**src/group_slot_bitmap_allocator_macros.svh**
```systemverilog
// assertion macros for the group slot bitmap allocator
`ifndef GROUP_SLOT_BITMAP_ALLOCATOR_MACROS_SVH
`define GROUP_SLOT_BITMAP_ALLOCATOR_MACROS_SVH

`ifndef SYNTHESIS

`define GSBA_ASSERT_SAME(label, clk, rstn, ante, cons) \
    label: assert property (@(posedge clk) disable iff (!(rstn)) (ante) |-> (cons)) \
        else $error("gsba same-cycle check failed");

`define GSBA_ASSERT_NEXT(label, clk, rstn, ante, cons) \
    label: assert property (@(posedge clk) disable iff (!(rstn)) (ante) |=> (cons)) \
        else $error("gsba next-cycle check failed");

`else

`define GSBA_ASSERT_SAME(label, clk, rstn, ante, cons)

`define GSBA_ASSERT_NEXT(label, clk, rstn, ante, cons)

`endif

`endif

```
**src/gsba_pkg.sv**
```systemverilog
// shared types and codes of the group slot bitmap allocator
package gsba_pkg;

    localparam int ID_W       = 20;
    localparam int ASSIGNED_W = 21;
    localparam int OCC_W      = 32;
    localparam int HIGH_W     = 5;

    typedef enum logic [1:0] {
        STATUS_OK         = 2'd0,
        STATUS_ADD_FAIL   = 2'd1,
        STATUS_REMOVE_OUT = 2'd2
    } status_t;

    typedef enum logic {
        ACTION_ADD    = 1'b0,
        ACTION_REMOVE = 1'b1
    } action_t;

    typedef struct packed {
        logic                  group_empty;
        logic [HIGH_W-1:0]     highest_slot;
        logic [OCC_W-1:0]      occupancy;
        logic [ASSIGNED_W-1:0] assigned_id;
        status_t               status;
    } result_t;

endpackage

```
**src/gsba_engine.sv**
```systemverilog
// slot search, mask update and result formation for one add or remove
module gsba_engine #(
    parameter int SLOT_COUNT = 32
) (
    input  gsba_pkg::action_t               action,
    input  logic [gsba_pkg::ID_W-1:0]       member_id,
    input  logic [gsba_pkg::ID_W-1:0]       base_id,
    input  logic [SLOT_COUNT-1:0]           mask_cur,
    input  logic [$clog2(SLOT_COUNT)-1:0]   ptr_cur,
    output logic [SLOT_COUNT-1:0]           mask_next,
    output logic [$clog2(SLOT_COUNT)-1:0]   ptr_next,
    output gsba_pkg::result_t               result
);
    import gsba_pkg::*;

    localparam int IDX_W = $clog2(SLOT_COUNT);
    localparam logic [IDX_W-1:0] LAST_SLOT = IDX_W'(SLOT_COUNT - 1);
    localparam logic [SLOT_COUNT-1:0] ALL_ONES = {SLOT_COUNT{1'b1}};

    logic [SLOT_COUNT-1:0] free_all;
    logic [SLOT_COUNT-1:0] free_upper;
    logic [IDX_W-1:0]      low_upper;
    logic [IDX_W-1:0]      low_all;
    logic [IDX_W-1:0]      auto_slot;
    logic                  auto_found;
    logic [ID_W:0]         offset;
    logic                  in_range;
    logic [IDX_W-1:0]      id_slot;
    logic [IDX_W-1:0]      pick_slot;
    logic                  pick_ok;
    logic [IDX_W-1:0]      high_idx;
    logic                  auto_add;
    status_t               status_sel;
    logic [ASSIGNED_W-1:0] assigned_sel;

    assign free_all   = ~mask_cur;
    assign free_upper = free_all & (ALL_ONES << ptr_cur);

    // lowest free slot at or after the pointer, and from slot zero
    always_comb begin
        low_upper = '0;
        low_all   = '0;
        for (int i = SLOT_COUNT - 1; i >= 0; i--) begin
            if (free_upper[i]) begin
                low_upper = IDX_W'(i);
            end
            if (free_all[i]) begin
                low_all = IDX_W'(i);
            end
        end
    end

    assign auto_found = |free_all;
    assign auto_slot  = (|free_upper) ? low_upper : low_all;

    assign offset   = {1'b0, member_id} - {1'b0, base_id};
    assign in_range = (member_id >= base_id) && (offset < (ID_W + 1)'(SLOT_COUNT));
    assign id_slot  = offset[IDX_W-1:0];

    assign auto_add = (action == ACTION_ADD) && (member_id == '0);

    always_comb begin
        pick_slot = id_slot;
        pick_ok   = in_range && !mask_cur[id_slot];
        if (auto_add) begin
            pick_slot = auto_slot;
            pick_ok   = auto_found;
        end
    end

    always_comb begin
        mask_next    = mask_cur;
        status_sel   = STATUS_OK;
        assigned_sel = '0;
        unique case (action)
            ACTION_ADD: begin
                if (pick_ok) begin
                    mask_next[pick_slot] = 1'b1;
                    assigned_sel         = ASSIGNED_W'(base_id) + ASSIGNED_W'(pick_slot);
                end else begin
                    status_sel = STATUS_ADD_FAIL;
                end
            end
            ACTION_REMOVE: begin
                if (in_range) begin
                    mask_next[id_slot] = 1'b0;
                end else begin
                    status_sel = STATUS_REMOVE_OUT;
                end
            end
            default: begin
                status_sel = STATUS_OK;
            end
        endcase
    end

    assign ptr_next = auto_add ? ((ptr_cur == LAST_SLOT) ? '0 : ptr_cur + 1'b1) : ptr_cur;

    always_comb begin
        high_idx = '0;
        for (int i = 0; i < SLOT_COUNT; i++) begin
            if (mask_next[i]) begin
                high_idx = IDX_W'(i);
            end
        end
    end

    // fields from the top bit down: empty flag, highest slot, mask, granted id, status
    assign result = {~|mask_next, HIGH_W'(high_idx), OCC_W'(mask_next), assigned_sel,
                     status_sel};

endmodule

```
**src/group_slot_bitmap_allocator.sv**
```systemverilog
// top level of the group slot bitmap allocator
//
//  port group   dir   contents
//  s_*          in    add or remove request word
//  m_*          out   status, granted id, occupancy mask, highest slot, empty flag
//  cfg_*        in    group base id
//
// one word a cycle sustained while m_tready is high; a word passes the input register,
// then the slot search and mask update in one pass into the result register
// the mask and search pointer update as a word leaves the input register
// reset clears the mask, the pointer, the base id and both valid flags
// a stall on m_tready holds both stages and drops s_tready once they are full
`include "group_slot_bitmap_allocator_macros.svh"

module group_slot_bitmap_allocator #(
    parameter int SLOT_COUNT = 32
) (
    input  logic                      aclk,
    input  logic                      aresetn,
    input  logic                      cfg_wr_en,
    input  logic [gsba_pkg::ID_W-1:0] cfg_wr_data,
    input  logic                      s_tvalid,
    output logic                      s_tready,
    input  logic [23:0]               s_tdata,   // member_id[19:0], zero pad
    input  logic                      s_tuser,   // action
    output logic                      m_tvalid,
    input  logic                      m_tready,
    // status[1:0], assigned_id[22:2], occupancy[54:23], highest_slot[59:55],
    // group_empty[60], zero pad
    output logic [63:0]               m_tdata
);
    import gsba_pkg::*;

    localparam int IDX_W = $clog2(SLOT_COUNT);

    logic                  in_valid_reg;
    action_t               in_action_reg;
    logic [ID_W-1:0]       in_id_reg;
    logic                  out_valid_reg;
    result_t               out_result_reg;
    logic [SLOT_COUNT-1:0] mask_reg;
    logic [SLOT_COUNT-1:0] mask_next;
    logic [IDX_W-1:0]      ptr_reg;
    logic [IDX_W-1:0]      ptr_next;
    logic [ID_W-1:0]       base_reg;
    result_t               result_next;
    logic                  advance;
    logic                  s_fire;

    assign advance  = in_valid_reg && (!out_valid_reg || m_tready);
    assign s_tready = !in_valid_reg || advance;
    assign s_fire   = s_tvalid && s_tready;

    gsba_engine #(
        .SLOT_COUNT (SLOT_COUNT)
    ) u_engine (
        .action    (in_action_reg),
        .member_id (in_id_reg),
        .base_id   (base_reg),
        .mask_cur  (mask_reg),
        .ptr_cur   (ptr_reg),
        .mask_next (mask_next),
        .ptr_next  (ptr_next),
        .result    (result_next)
    );

    always_ff @(posedge aclk) begin
        if (!aresetn) begin
            in_valid_reg  <= 1'b0;
            out_valid_reg <= 1'b0;
            mask_reg      <= '0;
            ptr_reg       <= '0;
            base_reg      <= '0;
        end else begin
            if (cfg_wr_en) begin
                base_reg <= cfg_wr_data;
            end
            if (s_fire) begin
                in_valid_reg <= 1'b1;
            end else if (advance) begin
                in_valid_reg <= 1'b0;
            end
            if (advance) begin
                out_valid_reg <= 1'b1;
                mask_reg      <= mask_next;
                ptr_reg       <= ptr_next;
            end else if (m_tready) begin
                out_valid_reg <= 1'b0;
            end
        end
    end

    always_ff @(posedge aclk) begin
        if (s_fire) begin
            in_action_reg <= action_t'(s_tuser);
            in_id_reg     <= s_tdata[ID_W-1:0];
        end
        if (advance) begin
            out_result_reg <= result_next;
        end
    end

    assign m_tvalid = out_valid_reg;
    assign m_tdata  = {3'b000, out_result_reg};

    `GSBA_ASSERT_NEXT(a_advance_fills_output, aclk, aresetn, advance, out_valid_reg)
    `GSBA_ASSERT_NEXT(a_auto_add_moves_ptr, aclk, aresetn,
        advance && in_action_reg == ACTION_ADD && in_id_reg == '0, ptr_reg != $past(ptr_reg))
    `GSBA_ASSERT_NEXT(a_grant_sets_mask, aclk, aresetn,
        advance && in_action_reg == ACTION_ADD && result_next.status == STATUS_OK,
        mask_reg != '0)
    `GSBA_ASSERT_SAME(a_empty_has_no_high, aclk, aresetn,
        out_valid_reg && out_result_reg.group_empty, out_result_reg.highest_slot == '0)

endmodule

```
**config.mk**
```make
export PLATFORM = sky130hd
export DESIGN_NAME = group_slot_bitmap_allocator
export DESIGN_NICKNAME = d
export VERILOG_FILES = /design/src/gsba_pkg.sv /design/src/gsba_engine.sv /design/src/group_slot_bitmap_allocator.sv
export VERILOG_INCLUDE_DIRS = /design/src /design/src/src
export SDC_FILE = /design/constraint.sdc
export NUM_CORES = 1
export LEC_CHECK = 0
export ABC_AREA = 1
export BUFFER_PORTS_ARGS = -buffer_cell sky130_fd_sc_hd__buf_4
export CAP_MARGIN = 0
export CORE_MARGIN = 5
export CORE_UTILIZATION = 59
export CTS_CLUSTER_SIZE = 8
export DETAILED_ROUTE_END_ITERATION = 8
export PLACE_DENSITY = 0.82
export SLEW_MARGIN = 20
export SYNTH_ARGS = -nofsm -noshare
export SYNTH_HDL_FRONTEND = slang
export SYNTH_HIERARCHICAL = 1
export SYNTH_SLANG_ARGS = --single-unit
export TNS_END_PERCENT = 1
```
**constraint.sdc**
```tcl
create_clock -name aclk -period 7.1 [get_ports aclk]
set_input_delay 1.065 -clock aclk [delete_from_list [all_inputs] [get_ports aclk]]
set_output_delay 1.065 -clock aclk [all_outputs]
set_load 0.01 [all_outputs]
```
== Word level (Yosys, flattened, before mapping) ==
Cells that the tools add are included.
Word-level totals
  output and inout port bits: 66
  bits in registers: 141
Cells by class
  bitwise operators: 7
  $lt $le $gt $ge: 6
  muxes and demuxes: 114
  $add $sub $neg: 3
  equality and inequality tests: 1
  shift-type cells: 1
  reductions and logical operators: 25
Operators by type and width (count)
  5-bit 2-to-1 mux: 67
  32-bit OR reduction: 3
  32-bit bitwise AND: 2
  32-bit 2-to-1 mux: 2
  4-bit 2-to-1 mux: 16
  32-bit inverter: 2
  32-bit case mux with 2 select lines: 1
  32-bit OR: 1
  32-bit by 5-bit << shifter with 32-bit output (first input constant): 1
  3-bit 2-to-1 mux: 8
  20-bit by 5-bit adder with 21-bit output: 1
  21-bit by 6-bit less-than comparator with 1-bit output (second input constant): 1
  20-bit by 20-bit subtractor with 21-bit output: 1
  20-bit >= comparator: 1
  20-bit logical NOT: 1
  16-bit OR reduction: 1
  5-bit by 6-bit less-than comparator with 1-bit output (second input constant): 2
  1-bit 2-to-1 mux: 11
  1-bit demux with 5-bit select: 2
  5-bit by 1-bit >= comparator with 1-bit output (second input constant): 2
  2-bit 2-to-1 mux: 5
  8-bit OR reduction: 1
  1-bit logical AND: 7
  5-bit by 1-bit adder with 5-bit output (second input constant): 1
  10 further kinds: 17

== Longest topological paths before layout ==
Gate-level depths: netlist of the first run.
  depth in word-level cells: 73
  depth in mapped cells: 69

== Modules after synthesis ==
The synthesis of the first run kept the hierarchy.
Modules (own cells, without submodules)
  group_slot_bitmap_allocator: area each 4922.2 um^2, cells an instance 428, sequential area each 3643.5 um^2, times used 1
  gsba_engine: area each 4574.4 um^2, cells an instance 877, sequential area each 0.0 um^2, times used 1

== Worst setup path after synthesis of the first run ==
No wires, ideal clock.
  path kind: reg2reg
  from: reg ptr_reg[1]
  to: reg out_result_reg, in the netlist m_tdata[20] (data pin)
  slack: 2.179 ns
  cell stages (with the launch flop): 50
  buffers on the path: 0
  arrival time: 4.652 ns
  clock period less this slack: 4.921 ns
  cell sequence: dfxtp_1 inv_1 ha_1 inv_2 nand3_1 o21bai_2 nand2_1 nand2_1 nand2_1 nand2_1 nand2_1 nand2_1 nand2_1 nand2_1 nand2_1 nand2_1 nand2_1 nand2_1 [... 14 more ...] nand2_1 nand2_1 nand2_1 nand2_2 nand2_4 inv_2 ha_1 inv_1 fa_1 o21ai_0 nand2_1 a21oi_1 nand3_1 nor3_1 nand3_1 nor4_1 nand3_1 nor3b_1
On the way
  word-level cells in the longest chain between the ends: 37
  elaborated cells on any way between the ends: 38
  classes of those cells: add/sub (1); shift (1); mux (34); bitwise (1); reduce/logical (1)
RTL lines
  start: declaration: line group_slot_bitmap_allocator.sv:43  | logic [IDX_W-1:0] ptr_reg;
  start signal: assignment: line group_slot_bitmap_allocator.sv:86  | ptr_reg <= ptr_next;
  32-bit by 5-bit << shifter with 32-bit output (*): line gsba_engine.sv:37  | assign free_upper = free_all & (ALL_ONES << ptr_cur);
  32-bit bitwise AND (*): line gsba_engine.sv:37
  5-bit 2-to-1 mux (32 in series): line gsba_engine.sv:44  | if (free_upper[i]) begin
  5-bit 2-to-1 mux (*): line gsba_engine.sv:54  | assign auto_slot = (|free_upper) ? low_upper : low_all;
  5-bit 2-to-1 mux (*): line gsba_engine.sv:65  | if (auto_add) begin
  20-bit by 5-bit adder with 21-bit output (*): line gsba_engine.sv:79  | assigned_sel = ASSIGNED_W'(base_id) + ASSIGNED_W'(pick_slot);
  end signal: assignment: line group_slot_bitmap_allocator.sv:99  | out_result_reg <= result_next;
  end: declaration: line group_slot_bitmap_allocator.sv:40  | result_t out_result_reg;
Every way passes the cells marked *; elsewhere a longest branch is shown, timed or not.
A chain may end at the register's enable or synchronous reset.

== Worst setup path in the final report of the first run ==
  from: reg ptr_reg[4]
  to: reg out_result_reg, in the netlist m_tdata[20] (data pin)
Same word-level chain as after synthesis.

==> impl_metrics.json, run 1 <==
{
  "rsz0062_at_grt": "false",
  "multi_input_area_sq_mm": 0.00464,
  "clkLatencyLatePin_ps": 430,
  "drc": 0,
  "core_area_sq_mm": 0.0158,
  "period_share": 0.838,
  "num_vias": 8998,
  "setup_viol": 0,
  "netlist_area_sq_mm": 0.00950,
  "wl_mm": 25.2,
  "fp.dieW_um": 137,
  "yosysTopAreaCellShare": 0.259,
  "critPathBufInv": 3,
  "slew_violations": 0,
  "clock_sinks": 141,
  "top_layer_used": "met4",
  "port_buffers": 108,
  "yosysSeqAreaShare": 0.384,
  "cpPeakStageDelay_ps": 660,
  "gr-total-overflow": 0,
  "finalClockSkew_ps": 8.57,
  "synth_enable_flop_cells": 82,
  "layout_common_cells": "299 x nand2_1, 180 x inv_1, 177 x nor2_1, 113 x buf_4, 82 x edfxtp_1",
  "crit_fanout": 17,
  "final_common_cell": "nand2_1",
  "fin_setup_tns_ps": 0,
  "cts_buffers": 17,
  "hold_path_end": "ptr_reg[0]",
  "async_reset_ff_frac": 0,
  "status": "finished clean",
  "cap_violations": 0,
  "syn_area_per_cell_sq_um": 7.28,
  "synth_cell_types": 61,
  "min_period_ps": 5950,
  "worstSetupEndpointType": "register",
  "crit_slowest_cell": "dfxtp_1",
  "hold_path.class": "reg2reg",
  "relSlewSlack": 0.348,
  "ctsResizeCount": 0,
  "synth-seq-cells": 141,
  "antenna_found_initial": 0,
  "die_area_sq_mm": 0.0187,
  "ant_nets": 0,
  "htree_levels": 4,
  "rows": 46,
  "min_path_cells": 2,
  "synth.largest_area_cell": "edfxtp_1",
  "postCtsSetupBuffers": 0,
  "setup_ws_ps": 1150,
  "ctsHoldBuffers": 0,
  "hold_violations": 0,
  "worst_pin_slew_ps": 976,
  "root_buffer": "clkbuf_16",
  "path_delay_family": "simple AND/OR/NAND/NOR gates",
  "dr_wl_met3_mm": 2.74,
  "ff_latch_area_sq_mm": 0.00364,
  "cts_tree": "done",
  "grt_use_total": 0.272,
  "p_leak_nw": 4.62,
  "r2r-start": "ptr_reg[4]",
  "place_hpwl_mm": 18.4,
  "reg2reg_to": "m_tdata[20]",
  "clock_path_buffers": 2,
  "wl_per_cell_um": 15.9,
  "synth_cells": 1305,
  "yosys_warnings": 6,
  "drt_iter0_drc": 1094,
  "drive_above_1_share": 0.138,
  "initial_core_util": 0.600,
  "finalWeightedCongestion": 0.958,
  "grt_pass1_wl_mm": 39.9,
  "area.growth.synth_to_final_pct": 12.5,
  "synth_top_flop_cell": "edfxtp_1",
  "holdCritStartpoint": "ptr_reg[0]",
  "place_ws_ps": 1270,
  "peakVddDrop_mv": 0.176,
  "crit_start": "ptr_reg[4]",
  "fp.dieH_um": 137,
  "grt_pass1_vias": 7937,
  "diodes": 0,
  "r2r_setup_slack_ps": 1150,
  "io_pins": 116,
  "wl_met1_mm": 10.6,
  "drtPass1Iterations": 6,
  "cpMostUsedCell": "nand2_1",
  "synth.area.top_cells": "edfxtp_1 26%, dfxtp_1 12%, nand2_1 12%, inv_1 7.1%, nor2_1 7.0%",
  "path_clk_slew_ps": 70,
  "crit_type": "reg2reg",
  "critPathArrivalTime_ps": 6100,
  "wl_met2_mm": 11.4,
  "largest_reg_flops": 61,
  "crit_required_ps": 7250,
  "fmax_mhz": 168,
  "fillers": 1328,
  "vias_per_cell": 5.66,
  "layout.nets": 1441,
  "worstSetupStartpointType": "register",
  "grt_max_degree": 77,
  "r2r_cells": 46,
  "power_density_mw_per_mm2": 220
}
## synth_stat cells, types with 6 or more instances
master,instances
nand2_1,299
inv_1,180
nor2_1,177
edfxtp_1,82
a21oi_1,74
nand3_1,73
dfxtp_1,59
o21ai_0,50
buf_4,39
o41ai_1,30
ha_1,29
clkbuf_1,21
nor3_1,21
xor2_1,18
nor4_1,13
o21ai_1,12
inv_2,10
buf_2,9
nand2_2,8
nand4_1,8
buf_6,7
o22ai_1,7
nor3b_1,6
o21ai_2,6
xnor2_1,6
## final cells by class
cell class,count,share of cell area
multi-input cells,895,0.435
flip-flops and latches,141,0.341
repair buffers,113,0.0794
inverters,192,0.0675
clock buffers,17,0.0398
well taps,216,0.0253
clock inverters,15,0.0122
## worst max path at each step
| stage | depth (start not counted) | end |
|---|---|---|
| floorplan | 49 | m_tdata[20] |
| global placement | 46 | m_tdata[20] |
| detailed placement | 46 | m_tdata[20] |
| CTS | 46 | m_tdata[20] |
| global route | 46 | m_tdata[20] |
| finish | 46 | m_tdata[20] |
## cells by family after synthesis
family,after synthesis,synth area share
xor gates and xnor gates,24,0.0221
other,1,0.000395
adders and majority gates,31,0.0424
DFF,141,0.384
AOI/OAI and AO/OA,217,0.144
buffers and inverters,271,0.129
and+or+nand+nor,620,0.279
## power by group
part	internal (mW)	total (mW)	switching (mW)
Combinational	0.191	0.552	0.361
Clock	0.458	0.838	0.380
Sequential	0.915	0.964	0.0488
## routing by layer
layer	global-route usage	up-vias
met5	0	-
met4	0.0915	0
met3	0.0529	50
met2	0.417	506
met1	0.387	4046
li1	-	4396
## worst register-to-register path: cells and delay by family (launching register included)
| family | cells | cell delay [ps] |
|---|---|---|
| AOI/OAI and AO/OA | 3 | 770 |
| adders and majority gates | 2 | 550 |
| buffers and inverters | 3 | 480 |
| DFF | 1 | 660 |
| and+or+nand+nor | 38 | 3230 |
## through the flow
step / power (mW) / cells / utilization / hold slack, ps / area (sq um)
after floorplan: 1.38 / 1307 / - / 473 / 9500
after global placement: 1.50 / 1557 / 0.640 / 510 / 10100
after detailed placement: 1.51 / 1557 / 0.640 / 527 / 10100
after CTS: 2.35 / 1589 / 0.675 / 548 / 10700
after global routing: 2.46 / 1589 / 0.675 / 575 / 10700
final: 2.35 / 1589 / 0.675 / 550 / 10700
No activity file was read; power rests on OpenSTA's default activity.
==> run 2: changes to the inputs <==
Settings changed: CORE_UTILIZATION 59 to 54, PLACE_DENSITY 0.82 to 0.79.
Clock period 7.1 ns to 4.8 ns, I/O delays scaled along.
==> run 2 against run 1 <==
- the run now ends with negative setup slack left
- clock skew up 7.6 ps
- maximum frequency up 13%
- worst setup slack worse by 1600 ps
- via count up 8.9%
==> impl_metrics.json, run 2 (synthesis results as in run 1) <==
{
  "status": "finished with violations",
  "violations": "negative setup slack",
  "dr_wl_met3_mm": 3.10,
  "period_share": 1.09,
  "place_hpwl_mm": 20.5,
  "layout_common_cells": "295 x nand2_1, 238 x buf_4, 180 x inv_1, 173 x nor2_1, 82 x edfxtp_1",
  "worstSetupStartpointType": "register",
  "hold_path.class": "in2reg",
  "setup_ws_ps": -454,
  "wl_per_cell_um": 16.7,
  "final_util": 0.689,
  "worst_pin_slew_ps": 1160,
  "min_period_ps": 5250,
  "comb_power_share": 0.277,
  "vias_per_cell": 5.68,
  "drtPass1Iterations": 8,
  "io_pins": 116,
  "clkLatencyLatePin_ps": 430,
  "cpPeakStageDelay_ps": 390,
  "drc": 0,
  "peakVddDrop_mv": 0.269,
  "crit_slowest_cell": "edfxtp_1",
  "die_area_sq_mm": 0.0203,
  "drive_above_1_share": 0.237,
  "wl_met2_mm": 13.1,
  "layout.nets": 1567,
  "placed_area_sq_mm": 0.0110,
  "finalClockSkew_ps": 16.2,
  "place_inst": 1682,
  "wl_met1_mm": 11.6,
  "area.growth.synth_to_final_pct": 25.5,
  "crit_fanout": 3,
  "relSlewSlack": 0.227,
  "finalWeightedCongestion": 0.928,
  "worstSetupEndpointType": "register",
  "gr-total-overflow": 0,
  "fp.dieW_um": 143,
  "largest_reg_flops": 61,
  "p_int_mw": 2.49,
  "top_layer_used": "met4",
  "fp.dieH_um": 143,
  "p_leak_nw": 5.32,
  "place_ws_ps": -258,
  "rsz0062_at_grt": "true",
  "path_clk_slew_ps": 70,
  "p_sw_frac": 0.337,
  "ant_nets": 0,
  "core_area_sq_mm": 0.0173,
  "wl_mm": 28.8,
  "clock_path_buffers": 2,
  "grt_use_total": 0.272,
  "drt_iter0_drc": 1363,
  "power_density_mw_per_mm2": 315,
  "num_vias": 9799,
  "initial_core_util": 0.549,
  "fin_cells": 1724,
  "crit_required_ps": 5100,
  "cpMostUsedCell": "nand2_1",
  "cts_buffers": 17,
  "antenna_found_initial": 0,
  "p_seq_frac": 0.377,
  "htree_levels": 4,
  "final_common_cell": "nand2_1",
  "hold_violations": 0,
  "design_area_sq_mm": 0.0119,
  "crit_type": "reg2reg",
  "fillers": 1357,
  "grt_pass1_wl_mm": 44.0,
  "grt_max_degree": 76,
  "diodes": 0,
  "root_buffer": "clkbuf_16",
  "clock_sinks": 141,
  "rows": 48,
  "cts_tree": "done",
  "slew_violations": 0,
  "p_clk_frac": 0.346,
  "hold_slack_ps": 463,
  "grt_pass1_vias": 8847,
  "port_buffers": 108,
  "p_switching_mw": 1.26,
  "critPathArrivalTime_ps": 5560,
  "cap_violations": 0,
  "fmax_mhz": 190,
  "setup_viol": 8
}
-- run 2: per-layer routing --
metal,track usage,vias up
met1,0.366,4358
li1,-,4651
met3,0.0603,121
met5,0,-
met2,0.432,669
met4,0.102,0
-- run 2: cell type report --
cell class                      instances  area, sq um  share of cell area
Inverter                              192          721              0.0604
Clock inverter                         15          150              0.0126
Tap cell                              225          282              0.0236
Clock buffer                           17          425              0.0357
Timing Repair Buffer                  239         1800               0.151
Multi-Input combinational cell        895         4900               0.411
Sequential cell                       141         3650               0.306
-- run 2: worst max-delay path: cells and delay by family, from the launching register on --
kind	cells	cell delay (ps)
simple gates	44	3120
compound gates	5	600
fa+ha+maj	2	520
flops	1	390
buf+inv	4	320
xor+xnor	1	170
-- run 2: power by group through the flow --
| stage | sequential (mW) | combinational (mW) | clock (mW) |
|---|---|---|---|
| after floorplan | 1.44 | 0.603 | 0 |
| after global placement | 1.43 | 0.917 | 0 |
| after detailed placement | 1.44 | 0.939 | 0 |
| after CTS | 1.41 | 0.977 | 1.31 |
| after global routing | 1.42 | 1.12 | 1.37 |
| final | 1.42 | 1.04 | 1.30 |
-- run 2: path summary, 6_finish.rpt --
kind                      from      endpoint  slack, ps  depth (start not counted)
hold / removal      s_tdata[9]  in_id_reg[9]        460                          1
setup reg to reg  in_id_reg[0]   m_tdata[55]       -450                         56
hold reg to reg     ptr_reg[1]    ptr_reg[1]        520                          2
setup / recovery  in_id_reg[0]   m_tdata[55]       -450                         56
-- run 2: timing repair --
item | 4_1_cts | 5_1_grt
pin swaps | 2 | 15
endpoints found under the setup margin | 9 | 21
resized for setup | 20 | 32
buffers inserted | 1 | 9
hold buffers | 0 | 0
-- run 2: metrics by stage --
stage          TNS [ps]  total power, mW
6_report          -1090             3.75
2_1_floorplan         0             2.04
4_1_cts            -576             3.70
3_5_place_dp      -1160             2.37
5_1_grt           -7460             3.91
3_3_place_gp       -577             2.35
